--- src/sv/sgp_div.sv ---
module sgp_div #(
  parameter int NW  = 17,
  parameter int DW  = 8,
  parameter int QW  = 9,
  parameter int SPS = 3,
  parameter int SBW = 8
) (
  input  logic           clk_i,
  input  logic           rst_ni,
  input  logic           adv_i,
  input  logic           valid_i,
  input  logic [NW-1:0]  num_i,
  input  logic [DW-1:0]  den_i,
  input  logic [SBW-1:0] sb_i,
  output logic           valid_o,
  output logic [QW-1:0]  quo_o,
  output logic [SBW-1:0] sb_o
);
  localparam int NS = (QW + SPS - 1) / SPS;
  localparam int CW = (NW > DW + QW) ? NW : DW + QW;

  logic [CW-1:0]  rem_q [NS+1];
  logic [QW-1:0]  quo_q [NS+1];
  logic [DW-1:0]  den_q [NS+1];
  logic [SBW-1:0] sb_q  [NS+1];
  logic           vld_q [NS+1];

  assign rem_q[0] = CW'(num_i);
  assign quo_q[0] = '0;
  assign den_q[0] = den_i;
  assign sb_q[0]  = sb_i;
  assign vld_q[0] = valid_i;

  for (genvar k = 0; k < NS; k++) begin : g_stage
    logic [CW-1:0] rem_d;
    logic [QW-1:0] quo_d;

    always_comb begin : p_step
      int            bi;
      logic [CW-1:0] sub;
      rem_d = rem_q[k];
      quo_d = quo_q[k];
      for (int s = 0; s < SPS; s++) begin
        bi = QW - 1 - (k * SPS + s);
        if (bi >= 0) begin
          sub = CW'(den_q[k]) << bi;
          if (rem_d >= sub) begin
            rem_d     = rem_d - sub;
            quo_d[bi] = 1'b1;
          end
        end
      end
    end

    always_ff @(posedge clk_i or negedge rst_ni) begin
      if (!rst_ni) begin
        vld_q[k+1] <= 1'b0;
      end else if (adv_i) begin
        vld_q[k+1] <= vld_q[k];
      end
    end

    always_ff @(posedge clk_i) begin
      if (adv_i) begin
        rem_q[k+1] <= rem_d;
        quo_q[k+1] <= quo_d;
        den_q[k+1] <= den_q[k];
        sb_q[k+1]  <= sb_q[k];
      end
    end
  end

  assign valid_o = vld_q[NS];
  assign quo_o   = quo_q[NS];
  assign sb_o    = sb_q[NS];
endmodule

--- config.mk ---
export PLATFORM = sky130hd
export DESIGN_NAME = sgp_div
export DESIGN_NICKNAME = d
export VERILOG_FILES = /design/src/sv/sgp_div.sv
export SDC_FILE = /design/constraint.sdc
export NUM_CORES = 1
export LEC_CHECK = 0
export ABC_AREA = 1
export BUFFER_PORTS_ARGS = -buffer_cell sky130_fd_sc_hd__buf_4
export CORE_ASPECT_RATIO = 0.8
export CORE_MARGIN = 2
export CORE_UTILIZATION = 49
export CTS_CLUSTER_SIZE = 40
export DETAILED_ROUTE_END_ITERATION = 16
export PLACE_DENSITY = 0.64
export SKIP_CTS_REPAIR_TIMING = 1
export SLEW_MARGIN = 25
export SYNTH_ARGS = -nofsm -noshare
export SYNTH_HDL_FRONTEND = slang
export SYNTH_SLANG_ARGS = --single-unit
--- constraint.sdc ---
create_clock -name clk_i -period 11.3 [get_ports clk_i]
set_input_delay 1.13 -clock clk_i [delete_from_list [all_inputs] [get_ports clk_i]]
set_output_delay 1.13 -clock clk_i [all_outputs]
set_load 0.05 [all_outputs]
==> metrics.csv <==
metric,value,unit
crit path from,den_i[2],
syn avg cell area,7.72,um^2
Max Clk Rate,152,MHz
DP Wirelength,15.3,mm
number of DRC violations after detailed routing,0,
period utilization,58.1,%
switching share of total power,49.8,%
max-slew headroom at the worst pin,36.6,%
synthesis-stage register bit count,95,
effective utilization at floorplan,49.7,%
Total Negative Setup Slacks,0,ps
multiplexer share of the synthesized area,0.138,%
total number of nets in the final design,1225,
post-synthesis async set-or-reset flop share,3.16,%
Leakage,0.00430,uW
ant diodes,0,
ANT nets after route,0,
global-route wire length before repair,31.8,mm
final count of hold timing violations,0,
Place WS,4410,ps
Iter 0 DRT Violations,398,
"EDFF count, synth",92,
clock slew at the register clock pins of the worst setup and hold paths,80,ps
vias in the first global route,6546,
Pwr per Cell Area,313,nW/um^2
run status,"finished, final reports clean",
final clock skew,9.18,ps
Yosys Warn Count,0,
Via density,5.15,
Critical Setup Path Class,in2reg,
Chip Width,148,um
share of layout cells above drive strength 1,11.1,%
signed area change from the synthesized netlist to the final layout,10.7,%
Reg power frac,20.3,%
slowest cell on the critical path,o21ai_0,
xor-xnor portion of the synthesized cell area,5.78,%
number of search-and-repair iterations in the first detailed-routing pass,7,
Clock Tree Buf Depth,2,
Worst Path Required,11400,ps
area share of fa/ha/maj cells after synthesis,13.0,%
R2R Setup Slk,4870,ps
Post-synth top flop,edfxtp_1,
cell repeated most along the worst path,inv_1,
largest driver fanout on the critical path,13,
I/O pin total,55,
largest net degree at the start of global routing,80,
combinational family with the most area after synthesis,simple AND/OR/NAND/NOR gates,
wire length after detailed routing,18.6,mm
count of cells along the worst hold path,0,
Max Transition Viols Final,0,
Sinks on Clock Net,95,
GRT Total Usage,22.3,%
path type of the worst min-delay path,reg2reg,
sequential area share after synthesis,34.7,%
Setup WS post-layout,4730,ps
wire length per cell after detailed routing,14.0,um
clock network latency to the later pin of the worst-skew pair,350,ps
unrepaired setup endpoints after global routing,false,
DIE AREA,17700,um^2
count of standard-cell rows,42,
cell total after placement,1317,
Critical Path End,rem_q[47]$_DFFE_PP_,
Worst Setup End Kind,flip-flop,
netlist area before placement,8180,um^2
total power of the final layout,2830,uW
Mapped Nets,1176,
final worst path period need,6570,ps
clock tree from TritonCTS,built,
final setup violating endpoints,0,
"number of standard cells in the layout, taps in and fillers out",1333,
antenna violations before repair,1,
fraction of power consumed by combinational cells,68.6,%
grt ovf,0,
Worst Max-Slew Pin Slew,951,ps
IR Drop Worst-Case VDD,0.130,mV
CTS root buf,clkbuf_16,
# Max-Cap Violations,0,
die height,120,um
Synth Area in Compound Gates,9.23,%
post-synthesis cell type count,47,
Core Footprint,16400,um^2
clock share of power,11.1,%
CTS Buf Count,9,
RePlAce Congestion,0.947,
quantity of I/O buffers inserted on ports,54,
worst r2r dst,rem_q[31]$_DFFE_PP_,
Vias,6859,
depth of the worst register-to-register path,33,
hold slack final,413,ps
worst path arrival time,6670,ps
Setup crit start kind,input port,
reported net switching power,1410,uW
cell count after synthesis,1059,
Reg2Reg Launch Point,den_q[17]$_DFFE_PP_,
simple-gate share of the synthesized area,28.5,%
"slowest stage delay, CP",470,ps
H-tree levels,3,
Internal Dissipation,1420,uW
-- logic make-up after synthesis --
logic type / Yosys count
flip-flops: 95
AO/OA/AOI/OAI: 140
adder cells (fa/ha/maj): 80
buffers and inverters: 172
XOR/XNOR: 54
AND/OR/NAND/NOR: 517
multiplexers: 1
-- flip-flops by register name, indices dropped and copies added (netlist names) --
| register | cells |
|---|---|
| den_q | 16 |
| g_stage.quo_d | 9 |
| quo_o | 9 |
| rem_q | 34 |
| sb_o | 8 |
| sb_q | 16 |
| valid_o | 1 |
| vld_q | 2 |
-- final cells by class --
class | instances | area [um^2]
clock buffers | 9 | 225
inverters | 155 | 582
clock inverters | 7 | 91.3
flip-flops and latches | 95 | 2840
fillers | 1561 | 7390
well taps | 220 | 275
multi-input cells | 792 | 4630
repair buffers | 55 | 413
-- worst min-delay path by stage --
stage | start | endpoint
global route | sb_q[20]$_DFFE_PP_ | sb_q[12]$_DFFE_PP_
global placement | sb_q[17]$_DFFE_PP_ | sb_q[9]$_DFFE_PP_
CTS | g_stage[2].quo_d[7]$_DFFE_PP_ | quo_o[7]$_DFFE_PP_
detailed placement | g_stage[2].quo_d[7]$_DFFE_PP_ | quo_o[7]$_DFFE_PP_
floorplan | g_stage[1].quo_d[6]$_DFFE_PP_ | g_stage[2].quo_d[6]$_DFFE_PP_
finish | g_stage[2].quo_d[7]$_DFFE_PP_ | quo_o[7]$_DFFE_PP_
-- synthesized netlist by cell type, drive strengths merged, types with 4 or more instances --
master	number	area share, %
xor2	33	3.5
nand2	281	14
a31oi	4	0.31
ha	72	11
xnor2	21	2.2
a21oi	68	4.2
nor2	101	5.3
nor3	14	0.86
nand3b	5	0.46
nand3	79	5.4
a21o	5	0.46
or2	6	0.46
inv	153	7.0
o21ai	54	3.4
fa	8	2.0
nand4	24	1.8
buf	16	1.5
edfxtp	92	34
-- layout by cell type, fill, tap and decap left out, drive strengths merged, types with 6 or more instances in the layout --
master,netlist,routed
clkbuf,1,9
nand3,79,79
edfxtp,92,92
xor2,33,33
buf,16,55
or2,6,6
nand4,24,24
ha,72,72
a21oi,68,68
fa,8,8
nand2,281,281
xnor2,21,21
o21ai,54,54
inv,153,158
nor3,14,14
nor2,101,101
-- per-layer routing --
layer  wire length [um]  GRT usage (%)
met4                382           6.31
met3                898           3.92
met1               8730           30.8
met2               8610           36.2
met5                 13              0
-- through the flow --
stage,instance area [um^2],utilization (%)
6_report,9050,55.0
5_1_grt,9050,55.0
4_1_cts,9050,55.0
3_5_place_dp,8740,53.1
3_3_place_gp,8740,53.1
2_1_floorplan,8180,-
-- critical path: cells and delay by family --
kind / cells / cell delay (ps)
buffers and inverters: 7 / 920
AO/OA/AOI/OAI: 11 / 2590
adder cells (fa/ha/maj): 3 / 1080
AND/OR/NAND/NOR: 9 / 930
-- power groups by stage --
stage                     logic (uW)  clock network [uW]  registers (uW)
after floorplan                 1590                   0             572
after global placement          1910                   0             583
after detailed placement        1930                   0             584
after CTS                       1940                 321             575
after global routing            2250                 335             583
final                           1950                 313             575
(Power assumes the default switching activity.)
