File: src/sv/sgp_pkg.sv
package sgp_pkg;

  typedef struct packed {
    logic [7:0] red_in;
    logic [7:0] green_in;
    logic [7:0] blue_in;
    logic [7:0] alpha_in;
  } pix_in_t;

  typedef struct packed {
    logic [7:0] red_out;
    logic [7:0] green_out;
    logic [7:0] blue_out;
    logic [7:0] alpha_out;
  } pix_out_t;

  localparam int CfgIdxW = 2;
  localparam logic [CfgIdxW-1:0] CfgTargetHue = 2'd0;
  localparam logic [CfgIdxW-1:0] CfgHueSpread = 2'd1;

  localparam logic [8:0] TargetHueReset = 9'd40;
  localparam logic [8:0] HueSpreadReset = 9'd30;

  localparam int LumW = 24;
  localparam int WgtW = 17;
  localparam logic [WgtW-1:0] WOne = 17'd65536;
  localparam logic [15:0] CoefR = 16'd13933;
  localparam logic [15:0] CoefG = 16'd46871;
  localparam logic [15:0] CoefB = 16'd4732;

  localparam int HueNumW = 17;
  localparam int HueQuoW = 9;
  localparam int WgtNumW = 25;
  localparam int DefHueStepsPerStage = 3;
  localparam int DefWgtStepsPerStage = 3;

  typedef struct packed {
    pix_in_t          pix;
    logic [LumW-1:0]  lum;
  } hue_sb_t;

  typedef struct packed {
    pix_in_t          pix;
    logic [LumW-1:0]  lum;
    logic             full;
    logic             zero;
  } wgt_sb_t;

endpackage

File: src/sv/sgp_front.sv
module sgp_front (
  input  logic                        clk_i,
  input  logic                        rst_ni,
  input  logic                        adv_i,
  input  logic                        valid_i,
  input  sgp_pkg::pix_in_t            pix_i,
  output logic                        valid_o,
  output logic [sgp_pkg::HueNumW-1:0] num_o,
  output logic [7:0]                  den_o,
  output sgp_pkg::hue_sb_t            sb_o
);
  import sgp_pkg::*;

  logic [7:0]         mx, mn, dd;
  logic signed [19:0] sr, sg, sb, sd, num_s;
  logic [HueNumW-1:0] num_d;
  logic [7:0]         den_d;
  logic [LumW-1:0]    lum_d;
  logic               valid_q;
  logic [HueNumW-1:0] num_q;
  logic [7:0]         den_q;
  hue_sb_t            sb_q;

  always_comb begin
    mx = pix_i.red_in;
    mn = pix_i.red_in;
    if (pix_i.green_in > mx) mx = pix_i.green_in;
    if (pix_i.blue_in > mx) mx = pix_i.blue_in;
    if (pix_i.green_in < mn) mn = pix_i.green_in;
    if (pix_i.blue_in < mn) mn = pix_i.blue_in;
    dd = mx - mn;
    sr = 20'(pix_i.red_in);
    sg = 20'(pix_i.green_in);
    sb = 20'(pix_i.blue_in);
    sd = 20'(dd);
    if (mx == pix_i.red_in) begin
      num_s = 20'sd60 * (sg - sb);
    end else if (mx == pix_i.green_in) begin
      num_s = 20'sd120 * sd + 20'sd60 * (sb - sr);
    end else begin
      num_s = 20'sd240 * sd + 20'sd60 * (sr - sg);
    end
    if (num_s < 0) num_s = num_s + 20'sd360 * sd;
    if (dd == 8'd0) begin
      num_d = '0;
      den_d = 8'd1;
    end else begin
      num_d = num_s[HueNumW-1:0];
      den_d = dd;
    end
    lum_d = LumW'(LumW'(CoefR) * LumW'(pix_i.red_in))
          + LumW'(LumW'(CoefG) * LumW'(pix_i.green_in))
          + LumW'(LumW'(CoefB) * LumW'(pix_i.blue_in));
  end

  always_ff @(posedge clk_i or negedge rst_ni) begin
    if (!rst_ni) begin
      valid_q <= 1'b0;
    end else if (adv_i) begin
      valid_q <= valid_i;
    end
  end

  always_ff @(posedge clk_i) begin
    if (adv_i) begin
      num_q      <= num_d;
      den_q      <= den_d;
      sb_q.pix   <= pix_i;
      sb_q.lum   <= lum_d;
    end
  end

  assign valid_o = valid_q;
  assign num_o   = num_q;
  assign den_o   = den_q;
  assign sb_o    = sb_q;
endmodule

File: config.mk
export PLATFORM = sky130hd
export DESIGN_NAME = sgp_front
export DESIGN_NICKNAME = d
export VERILOG_FILES = /design/src/sv/sgp_pkg.sv /design/src/sv/sgp_front.sv
export SDC_FILE = /design/constraint.sdc
export NUM_CORES = 1
export LEC_CHECK = 0
export ABC_AREA = 0
export ABC_CLOCK_PERIOD_IN_PS = 1400
export BUFFER_PORTS_ARGS = -buffer_cell sky130_fd_sc_hd__buf_2
export CAP_MARGIN = 0
export CORE_ASPECT_RATIO = 1.25
export CORE_UTILIZATION = 45
export DETAILED_ROUTE_END_ITERATION = 10
export RECOVER_POWER = 50
export SYNTH_ARGS = -nofsm -noshare
export SYNTH_HDL_FRONTEND = slang
export SYNTH_SLANG_ARGS = --single-unit
File: constraint.sdc
create_clock -name clk_i -period 1.4 [get_ports clk_i]
set_input_delay 0.28 -clock clk_i [delete_from_list [all_inputs] [get_ports clk_i]]
set_output_delay 0.28 -clock clk_i [all_outputs]
set_load 0.01 [all_outputs]
==> results.py <==
metrics = {
    "outcome": {
        "status": "finished, violations left",
        "violations": "negative setup slack",
    },
    "clocking": {
        "cts.htree.levels": 3,
        "cts_buffers": 9,
        "cts_tree": "yes",
        "cts_root_buf": "clkbuf_16",
        "cts_max_path_buffers": 2,
        "cts.reportedPaths.clkPinSlew_ns": 0.07,
        "clock_latency_ns": 0.39,
        "cts.sinks": 80,
    },
    "layout": {
        "areaGrowthSynthToFinish_pct": 45.4,
        "fillers": 3280,
        "mostFrequentLayoutCell": "buf_4",
        "final_nets": 3297,
        "diodes": 0,
        "final_cell_mix": "buf_4, inv_1, ha_1",
        "drive_gt1_frac": 0.403,
    },
    "route": {
        "final_antenna_net_count": 0,
        "via_per_inst": 5.16,
        "drt-total-wl_um": 60400,
        "drcViolationCount": 0,
        "num_vias": 16900,
        "first_pass_iters": 5,
        "drtIter0Drc": 622,
        "wire_per_inst_um": 18.5,
    },
    "placement": {
        "io_buffer_count": 115,
        "hpwlAfterDp_um": 49700,
        "place_congestion": 0.944,
    },
    "sta": {
        "fin_skew_ns": 0,
        "fmax_mhz": 115,
        "timing.final.ws_setup_ns": -7.32,
        "tightest_slew_ns": 1.12,
        "hold_viol": 0,
        "grt_setup_unrepaired": "yes",
        "slew_viol_final": 0,
        "slew_headroom": 0.256,
        "whs_ns": 0.0642,
        "period_minus_slack_ns": 8.72,
        "setup_viol": 46,
        "min_period_over_period": 6.23,
    },
    "synthesis": {
        "ys_warn_count": 0,
        "synthMuxAreaShare": 0.0281,
        "synth-async-reset-ratio": 0.0125,
        "syn_avg_cell_area_um2": 9.34,
        "synthSimpleGateAreaFrac": 0.0924,
        "ys_seq_elements": 80,
        "syn_inst": 1992,
        "synth_cell_types": 88,
        "syn_area_um2": 18600,
        "ys_seq_area_frac": 0.129,
        "ys.flop_type": "edfxtp_1",
        "synth-edff-count": 79,
        "synth-xor-area-share": 0.0770,
        "synthAdderAreaFrac": 0.444,
        "synth_top_family_by_area": "adder cells",
        "synth_compound_area_frac": 0.139,
    },
    "global_routing": {
        "grt-ovfl-total": 0,
        "grt_pass1_vias": 18000,
        "grt_pass1_wl_um": 93500,
        "grt_usage": 0.291,
        "grt_max_degree": 32,
        "antenna_found_initial": 1,
    },
    "setup_path": {
        "slowest_stage": "or4_4",
        "cp.required_ns": 1.53,
        "crit_path_start_kind": "primary input",
        "cp_top_family": "compound AO/OA/AOI/OAI gates",
        "critPathKind": "primary input to flip-flop",
        "critical_path_arrival_ns": 8.85,
        "cp_max_fo": 8,
        "path_buf_inv": 8,
        "endpoint_kind": "flip-flop",
        "cpPeakStageDelay_ns": 0.53,
    },
    "floorplanning": {
        "core_um2": 40400,
        "rows": 82,
        "start_util": 0.460,
        "die_w_um": 184,
        "dieArea_um2": 42200,
        "ios": 118,
        "die_y_um": 229,
    },
    "worst_hold_path": {
        "hold_path.class": "primary input to flip-flop",
    },
    "run": {
        "drv_cap": 0,
    },
}
## metrics by stage
stage                     utilization  worst slack, ns  area (um2)  cells  setup TNS [ns]
after floorplan                     -            -7.87       19300   1993         -227.48
after global placement          0.611            -7.88       24700   3196         -254.00
after detailed placement        0.611            -8.13       24700   3196         -258.18
after CTS                       0.658            -7.18       26600   3259         -226.48
after global routing            0.669            -7.68       27000   3271         -250.85
final                           0.669            -7.32       27000   3271         -240.26
## repair_timing
action	CTS	global route
pin swaps	158	136
hold buffers	1	0
resized for setup	262	110
buffers inserted	50	26
endpoints found under the setup margin	46	46
hold endpoints to repair	1	0
## kinds of logic after synthesis
family          count (synthesis)
xor+xnor                      161
mux                            50
other cells                     1
fa+ha+maj                     541
flops                          80
buf+inv                       433
compound gates                388
simple gates                  338
## worst paths after layout
| path | from | endpoint | slack, ns | cells after the start |
|---|---|---|---|---|
| max | pix_i[18] | num_o[16] | -7.32 | 49 |
| min | pix_i[6] | sb_o[30] | 0.06 | 1 |
| max reg2reg | valid_o | valid_o | 0.65 | 1 |
| min reg2reg | valid_o | valid_o | 0.52 | 1 |
| max in group asynchronous | rst_ni | valid_o | 1.13 | 2 |
| min in group asynchronous | rst_ni | valid_o | 0.18 | 2 |
## cell usage after synthesis (29+ instances only)
master      n  share of area
fa_1      199           0.21
edfxtp_1   79           0.13
nor2_1     98          0.020
nor3_1     47          0.013
ha_1      342           0.23
nand2_1    63          0.013
o21ai_0    71          0.019
inv_1     404          0.082
xor2_1     51          0.024
xnor2_1   108          0.051
o21bai_1   29          0.012
a21oi_1   123          0.033
mux2i_1    39          0.021
a21o_1     45          0.018
## registers in the layout, indices dropped and copies added, names as in the netlist
name	cells
num_o	15
sb_o	56
valid_o	1
den_o	8
## layout make-up
type                            instances  area [um2]  share of cell area
Multi-Input combinational cell       1480       16500               0.612
Sequential cell                        80        2400              0.0887
Clock inverter                          7        85.1             0.00315
Inverter                              405        1550              0.0571
Tap cell                              546         683              0.0253
Clock buffer                            9         225             0.00833
Timing Repair Buffer                  744        5560               0.206
## layer usage
layer,vias up,track usage,share of wire
li1,8122,-,-
met1,8267,0.306,0.37
met2,335,0.551,0.54
met3,154,0.0351,0.025
met4,2,0.162,0.062
met5,-,0,0.00022
Power is not shown: default switching activity piles up to over one toggle a cycle in this logic, so the estimate is an artifact.
