==> src/sv/sgp_pkg.sv <==
package sgp_pkg;

  typedef struct packed {
    logic [7:0] red_in;
    logic [7:0] green_in;
    logic [7:0] blue_in;
    logic [7:0] alpha_in;
  } pix_in_t;

  typedef struct packed {
    logic [7:0] red_out;
    logic [7:0] green_out;
    logic [7:0] blue_out;
    logic [7:0] alpha_out;
  } pix_out_t;

  localparam int CfgIdxW = 2;
  localparam logic [CfgIdxW-1:0] CfgTargetHue = 2'd0;
  localparam logic [CfgIdxW-1:0] CfgHueSpread = 2'd1;

  localparam logic [8:0] TargetHueReset = 9'd40;
  localparam logic [8:0] HueSpreadReset = 9'd30;

  localparam int LumW = 24;
  localparam int WgtW = 17;
  localparam logic [WgtW-1:0] WOne = 17'd65536;
  localparam logic [15:0] CoefR = 16'd13933;
  localparam logic [15:0] CoefG = 16'd46871;
  localparam logic [15:0] CoefB = 16'd4732;

  localparam int HueNumW = 17;
  localparam int HueQuoW = 9;
  localparam int WgtNumW = 25;
  localparam int DefHueStepsPerStage = 3;
  localparam int DefWgtStepsPerStage = 3;

  typedef struct packed {
    pix_in_t          pix;
    logic [LumW-1:0]  lum;
  } hue_sb_t;

  typedef struct packed {
    pix_in_t          pix;
    logic [LumW-1:0]  lum;
    logic             full;
    logic             zero;
  } wgt_sb_t;

endpackage

==> src/sv/sgp_blend.sv <==
module sgp_blend (
  input  logic                      clk_i,
  input  logic                      rst_ni,
  input  logic                      adv_i,
  input  logic                      valid_i,
  input  sgp_pkg::pix_in_t          pix_i,
  input  logic [sgp_pkg::LumW-1:0]  lum_i,
  input  logic [sgp_pkg::WgtW-1:0]  wgt_i,
  output logic                      valid_o,
  output sgp_pkg::pix_out_t         pix_o
);
  import sgp_pkg::*;

  logic [4:0]            vld_q;
  logic [2:0][7:0]       ch;
  logic [WgtW-1:0]       omw;
  logic [2:0][24:0]      k_d, k_q;
  logic [31:0]           al_d, al_q;
  logic [25:0]           asum;
  logic [7:0]            a_d, a1_q, a2_q, a3_q, a4_q;
  logic [WgtW-1:0]       w1_q;
  logic [2:0][32:0]      kk_d, kk_q;
  logic [48:0]           gp_d, gp_q;
  logic [2:0][17:0]      y_d, y_q, y4_q;
  logic [2:0][10:0]      q_d, q_q;
  logic [2:0][26:0]      prod;
  logic [2:0][49:0]      x;
  logic [2:0][17:0]      rr;
  logic [2:0][10:0]      qc;
  pix_out_t              out_d, out_q;

  assign ch[0] = pix_i.red_in;
  assign ch[1] = pix_i.green_in;
  assign ch[2] = pix_i.blue_in;

  always_comb begin
    omw  = WOne - wgt_i;
    for (int c = 0; c < 3; c++) k_d[c] = 25'(ch[c]) * 25'(omw);
    al_d = 32'(pix_i.alpha_in) * 32'(lum_i);
    asum = 26'(26'(pix_i.alpha_in) * 26'(omw)) + 26'(26'd255 * 26'(wgt_i));
    a_d  = (asum[25:16] > 10'd255) ? 8'd255 : asum[23:16];
  end

  always_comb begin
    for (int c = 0; c < 3; c++) kk_d[c] = 33'(k_q[c]) * 33'd255;
    gp_d = 49'(al_q) * 49'(w1_q);
  end

  always_comb begin
    for (int c = 0; c < 3; c++) begin
      x[c]   = 50'({kk_q[c], 16'h0000}) + 50'(gp_q);
      y_d[c] = x[c][49:32];
    end
  end

  always_comb begin
    for (int c = 0; c < 3; c++) begin
      prod[c] = 27'(y_q[c]) * 27'd257;
      q_d[c]  = prod[c][26:16];
    end
  end

  always_comb begin
    for (int c = 0; c < 3; c++) begin
      rr[c] = y4_q[c] - 18'(18'(q_q[c]) * 18'd255);
      qc[c] = (rr[c] >= 18'd255) ? q_q[c] + 11'd1 : q_q[c];
    end
    out_d.red_out   = (qc[0] > 11'd255) ? 8'd255 : qc[0][7:0];
    out_d.green_out = (qc[1] > 11'd255) ? 8'd255 : qc[1][7:0];
    out_d.blue_out  = (qc[2] > 11'd255) ? 8'd255 : qc[2][7:0];
    out_d.alpha_out = a4_q;
  end

  always_ff @(posedge clk_i or negedge rst_ni) begin
    if (!rst_ni) begin
      vld_q <= '0;
    end else if (adv_i) begin
      vld_q <= {vld_q[3:0], valid_i};
    end
  end

  always_ff @(posedge clk_i) begin
    if (adv_i) begin
      k_q   <= k_d;
      al_q  <= al_d;
      w1_q  <= wgt_i;
      a1_q  <= a_d;
      kk_q  <= kk_d;
      gp_q  <= gp_d;
      a2_q  <= a1_q;
      y_q   <= y_d;
      a3_q  <= a2_q;
      q_q   <= q_d;
      y4_q  <= y_q;
      a4_q  <= a3_q;
      out_q <= out_d;
    end
  end

  assign valid_o = vld_q[4];
  assign pix_o   = out_q;
endmodule

==> config.mk <==
export PLATFORM = sky130hd
export DESIGN_NAME = sgp_blend
export DESIGN_NICKNAME = d
export VERILOG_FILES = /design/src/sv/sgp_pkg.sv /design/src/sv/sgp_blend.sv
export SDC_FILE = /design/constraint.sdc
export NUM_CORES = 2
export LEC_CHECK = 0
export BUFFER_PORTS_ARGS = -buffer_cell sky130_fd_sc_hd__buf_2
export CAP_MARGIN = 10
export CELL_PAD_IN_SITES_DETAIL_PLACEMENT = 1
export CELL_PAD_IN_SITES_GLOBAL_PLACEMENT = 1
export CORE_AREA = 2 2 351 423
export DETAILED_ROUTE_END_ITERATION = 6
export DIE_AREA = 0 0 353 425
export MAX_ROUTING_LAYER = met4
export PLACE_DENSITY_LB_ADDON = 0.12
export SYNTH_ARGS = -nofsm -noshare
export SYNTH_HDL_FRONTEND = slang
export SYNTH_SLANG_ARGS = --single-unit
==> constraint.sdc <==
create_clock -name clk_i -period 18.52 [get_ports clk_i]
set_clock_uncertainty 0.1 [all_clocks]
set_input_delay 2.778 -clock clk_i [delete_from_list [all_inputs] [get_ports clk_i]]
set_output_delay 2.778 -clock clk_i [all_outputs]
set_load 0.05 [all_outputs]
==> summary.txt <==
Setup path
  – Critical-path maximum fanout: 32
  – Kind of end point of the critical path: flip-flop
  – Most used cell along the critical path: sky130_fd_sc_hd__fa_1
  – First element of the critical path: wgt_i[2]
  – Longest individual stage delay on the worst path: around 0.56 ns
  – FF-to-FF setup slack: between 10 and 15 ns
  – Cells on worst reg2reg path: 24
  – FF-to-FF Start: al_q[7]$_DFFE_PP_
  – Critical Path Start Type: primary input
  – Worst setup path end: a1_q[3]$_SDFFCE_PN1P_
  – Critical path class: in2reg
  – Cell with the largest stage delay on the worst path: sky130_fd_sc_hd__mux2i_1
  – FF-to-FF End: gp_q[43]$_DFFE_PP_
  – Critical path data arrival time: between 10 and 15 ns
  – Critical path data required time: 18.97 ns

Place
  – HPWL after DPL: 182 mm
  – Placed inst area: 85500 um2
  – Number of port buffers: around 110
  – Placer Congestion: ~0.90

Detailed routing
  – Per-cell via count in the routed design: 5.59
  – Routed length per placed instance: 21.3 um
  – WL final: approximately 220 mm
  – Final antenna-violating net count: 0
  – Router iterations before antenna repair: 5
  – Vias: about 57000
  – Initial DRC count: between 2000 and 3000
  – DRC violations left: 0

CTS
  – CTS Hold Bufs: 0
  – CTS tree: done
  – Root Buffer Master: sky130_fd_sc_hd__clkbuf_16
  – Count of instances resized after the clock tree is built: 0
  – CTS clk-pin slew, worst paths: 0.06 ns
  – Buffer depth of the longest clock path: 3
  – H-tree lvl count: 2
  – Clk Latency, worst-skew pair: 0.72 ns
  – Clock buffer count from CTS: 57
  – Post-CTS setup buffer count: 0
  – # clock sinks: about 470

STA
  – Final critical path time including I/O delays and setup: approximately 11 ns
  – Relative slew margins: 21.5%
  – Accumulated negative setup slack: 0 ns
  – Worst-Margin Slew: 1.16 ns
  – Final count of hold timing violations: 0
  – Final max-slew violation count: 0
  – Final period utilization: 57.2%
  – Final Setup Violations: 0
  – Unrepaired setup endpoints after global routing: false
  – Highest attainable clock frequency: 0.0943 GHz

Floorplanning
  – Die height: 425 um
  – Die footprint: between 150000 and 200000 um2
  – Die boundary width: 353 um
  – Area of the placeable core: ~150000 um2
  – Starting density of the core: 56.7%
  – Number of standard-cell rows in the floorplan: 154
  – Top Ports: 110

Logic synthesis
  – Synthesis Warnings: 0
  – Share of flip-flops with an asynchronous set or reset after synthesis: 1.07%
  – Syn_nets: about 11000
  – Fraction of synthesized cell area taken by the top area cell type: 38.2%
  – Cell area after synthesis: 82800 um2
  – Synthesized area per cell: 10.0 um2
  – Cell taking the most area after synthesis: sky130_fd_sc_hd__fa_1
  – Number of synthesized flops with an enable pin: ~460
  – Cells taking the most area after synthesis: sky130_fd_sc_hd__fa_1 38%, sky130_fd_sc_hd__edfxtp_1 17%, sky130_fd_sc_hd__ha_1 13%
  – Post-synth top flop: sky130_fd_sc_hd__edfxtp_1
  – Post-synthesis cell type count: 77
  – Cell with the most instances after synthesis: sky130_fd_sc_hd__inv_1
  – Number of cells produced by synthesis: 8257
  – Synth top cells by count: 1864 x sky130_fd_sc_hd__inv_1, 1579 x sky130_fd_sc_hd__fa_1, 957 x sky130_fd_sc_hd__nand2_1, 876 x sky130_fd_sc_hd__ha_1, 510 x sky130_fd_sc_hd__and2_1
  – FF+latch count, synth: 466
  – Fraction of the yosys area taken by sequential cells: 16.9%

Final layout
  – Layout cells sized above 1: ~3.8%
  – Final design instance area without fill: between 80000 and 90000 um2
  – P&R area growth vs syn: 5.69%
  – Register area: about 14000 um2
  – # nets final: 10800
  – Footprint of the multi-input gates: just over 60000 um2
  – Fill cell count: 16200

GRT
  – Global routing usage summed across all routing layers: 31.0%
  – Global-route wire length before repair: about 360 mm
  – Grt total ovfl: 0
  – Pin count of the biggest net entering global routing: 80
  – Vias in the first global route: 67200
  – Antenna violations before repair: 4

Min path
  – HP Class: reg2reg

Status
  – Run status: completed

Flow run
  – Max-cap viol count: 0
-- registers in the layout, indices dropped and copies added (netlist names), 17 cells and up --
| name | cells |
|---|---|
| kk_q | 99 |
| k_q | 75 |
| y4_q | 54 |
| y_q | 54 |
| gp_q | 33 |
| q_q | 33 |
| al_q | 32 |
| pix_o | 32 |
| w1_q | 17 |
-- logic make-up after synthesis --
kind of cell | count (synthesis) | synth area share (%)
AOI/OAI and AO/OA | 837 | 6.62
xor gates and xnor gates | 326 | 3.45
adders and majority gates | 2455 | 51.4
buffers and inverters | 2091 | 9.48
DFF | 466 | 16.9
muxes | 17 | 0.213
and+or+nand+nor | 2065 | 12.0
-- metrics by stage --
step,util [%],hold slack (ns),cells,setup slack (ns)
after floorplan,-,0.300,8257,8.54
after global placement,58.5,0.303,10100,7.59
after detailed placement,58.5,0.305,10100,7.27
after CTS,59.9,0.321,10300,7.94
after global routing,59.9,0.328,10300,7.43
final,59.9,0.321,10300,7.92
-- how the worst min path moves through the flow --
| stage | startpoint | to | slack, ns | depth (start not counted) |
|---|---|---|---|---|
| after detailed placement | a2_q[4]$_DFFE_PP_ | a3_q[4]$_DFFE_PP_ | 0.31 | 0 |
| final | a1_q[7]$_SDFFCE_PN1P_ | a2_q[7]$_DFFE_PP_ | 0.32 | 0 |
| after global placement | a2_q[7]$_DFFE_PP_ | a3_q[7]$_DFFE_PP_ | 0.30 | 0 |
| after global routing | a1_q[7]$_SDFFCE_PN1P_ | a2_q[7]$_DFFE_PP_ | 0.33 | 0 |
| after floorplan | a1_q[0]$_SDFFCE_PN1P_ | a2_q[0]$_DFFE_PP_ | 0.30 | 0 |
| after CTS | a2_q[3]$_DFFE_PP_ | a3_q[3]$_DFFE_PP_ | 0.32 | 0 |
-- cell type report --
cell class / instances / share of cell area [%]
clock buffers: 66 / 1.69
well taps: 1950 / 2.79
multi-input cells: 5700 / 69.8
flip-flops and latches: 466 / 16.0
repair buffers: 166 / 1.12
inverters: 1864 / 7.99
diodes: 3 / 0.00858
clock inverters: 41 / 0.615
-- routing by layer --
metal | part of all wire [%] | wire, um | vias up | GRT usage (%)
li1 | - | - | 25600 | -
met1 | 40 | 86800 | 30200 | 36.4
met2 | 53 | 116000 | 1122 | 55.8
met3 | 3.4 | 7390 | 408 | 2.76
met4 | 3.9 | 8470 | 0 | 11.1
met5 | 0 | 0 | - | -
-- placed cells by master (no fill, tap or decap), types with 11 or more instances in the layout --
cell	instances
sky130_fd_sc_hd__inv_1	1864
sky130_fd_sc_hd__fa_1	1579
sky130_fd_sc_hd__nand2_1	957
sky130_fd_sc_hd__ha_1	876
sky130_fd_sc_hd__and2_1	510
sky130_fd_sc_hd__edfxtp_1	461
sky130_fd_sc_hd__a21oi_1	247
sky130_fd_sc_hd__xnor2_1	227
sky130_fd_sc_hd__nor2_1	193
sky130_fd_sc_hd__o21ai_0	136
sky130_fd_sc_hd__a21o_1	118
sky130_fd_sc_hd__buf_2	108
sky130_fd_sc_hd__nor3_1	85
sky130_fd_sc_hd__xor2_1	84
sky130_fd_sc_hd__nand3_1	79
sky130_fd_sc_hd__o21a_1	66
sky130_fd_sc_hd__clkbuf_16	58
sky130_fd_sc_hd__buf_4	57
sky130_fd_sc_hd__nor2b_1	52
sky130_fd_sc_hd__nand4_1	46
sky130_fd_sc_hd__nand2b_1	45
sky130_fd_sc_hd__o21bai_1	30
sky130_fd_sc_hd__a31oi_1	28
sky130_fd_sc_hd__and3_1	25
sky130_fd_sc_hd__a211oi_1	23
sky130_fd_sc_hd__o211ai_1	20
sky130_fd_sc_hd__or2_2	18
sky130_fd_sc_hd__o31ai_1	16
sky130_fd_sc_hd__xnor2_2	15
sky130_fd_sc_hd__or3_1	14
sky130_fd_sc_hd__a21boi_0	13
sky130_fd_sc_hd__o2111ai_1	12
sky130_fd_sc_hd__o311ai_0	12
sky130_fd_sc_hd__mux2i_1	12
sky130_fd_sc_hd__o41ai_1	11
sky130_fd_sc_hd__a211o_1	11
sky130_fd_sc_hd__nor4_1	11
-- critical path: cells and delay by family --
family | cells | cell delay, ns
fa+ha+maj | 8 | 3.56
mux | 1 | 0.56
compound gates | 8 | 1.87
xor+xnor | 1 | 0.14
buf+inv | 6 | 0.90
simple gates | 5 | 1.21
Power is not shown: default switching activity piles up to over one toggle a cycle in this logic, so the estimate is an artifact.
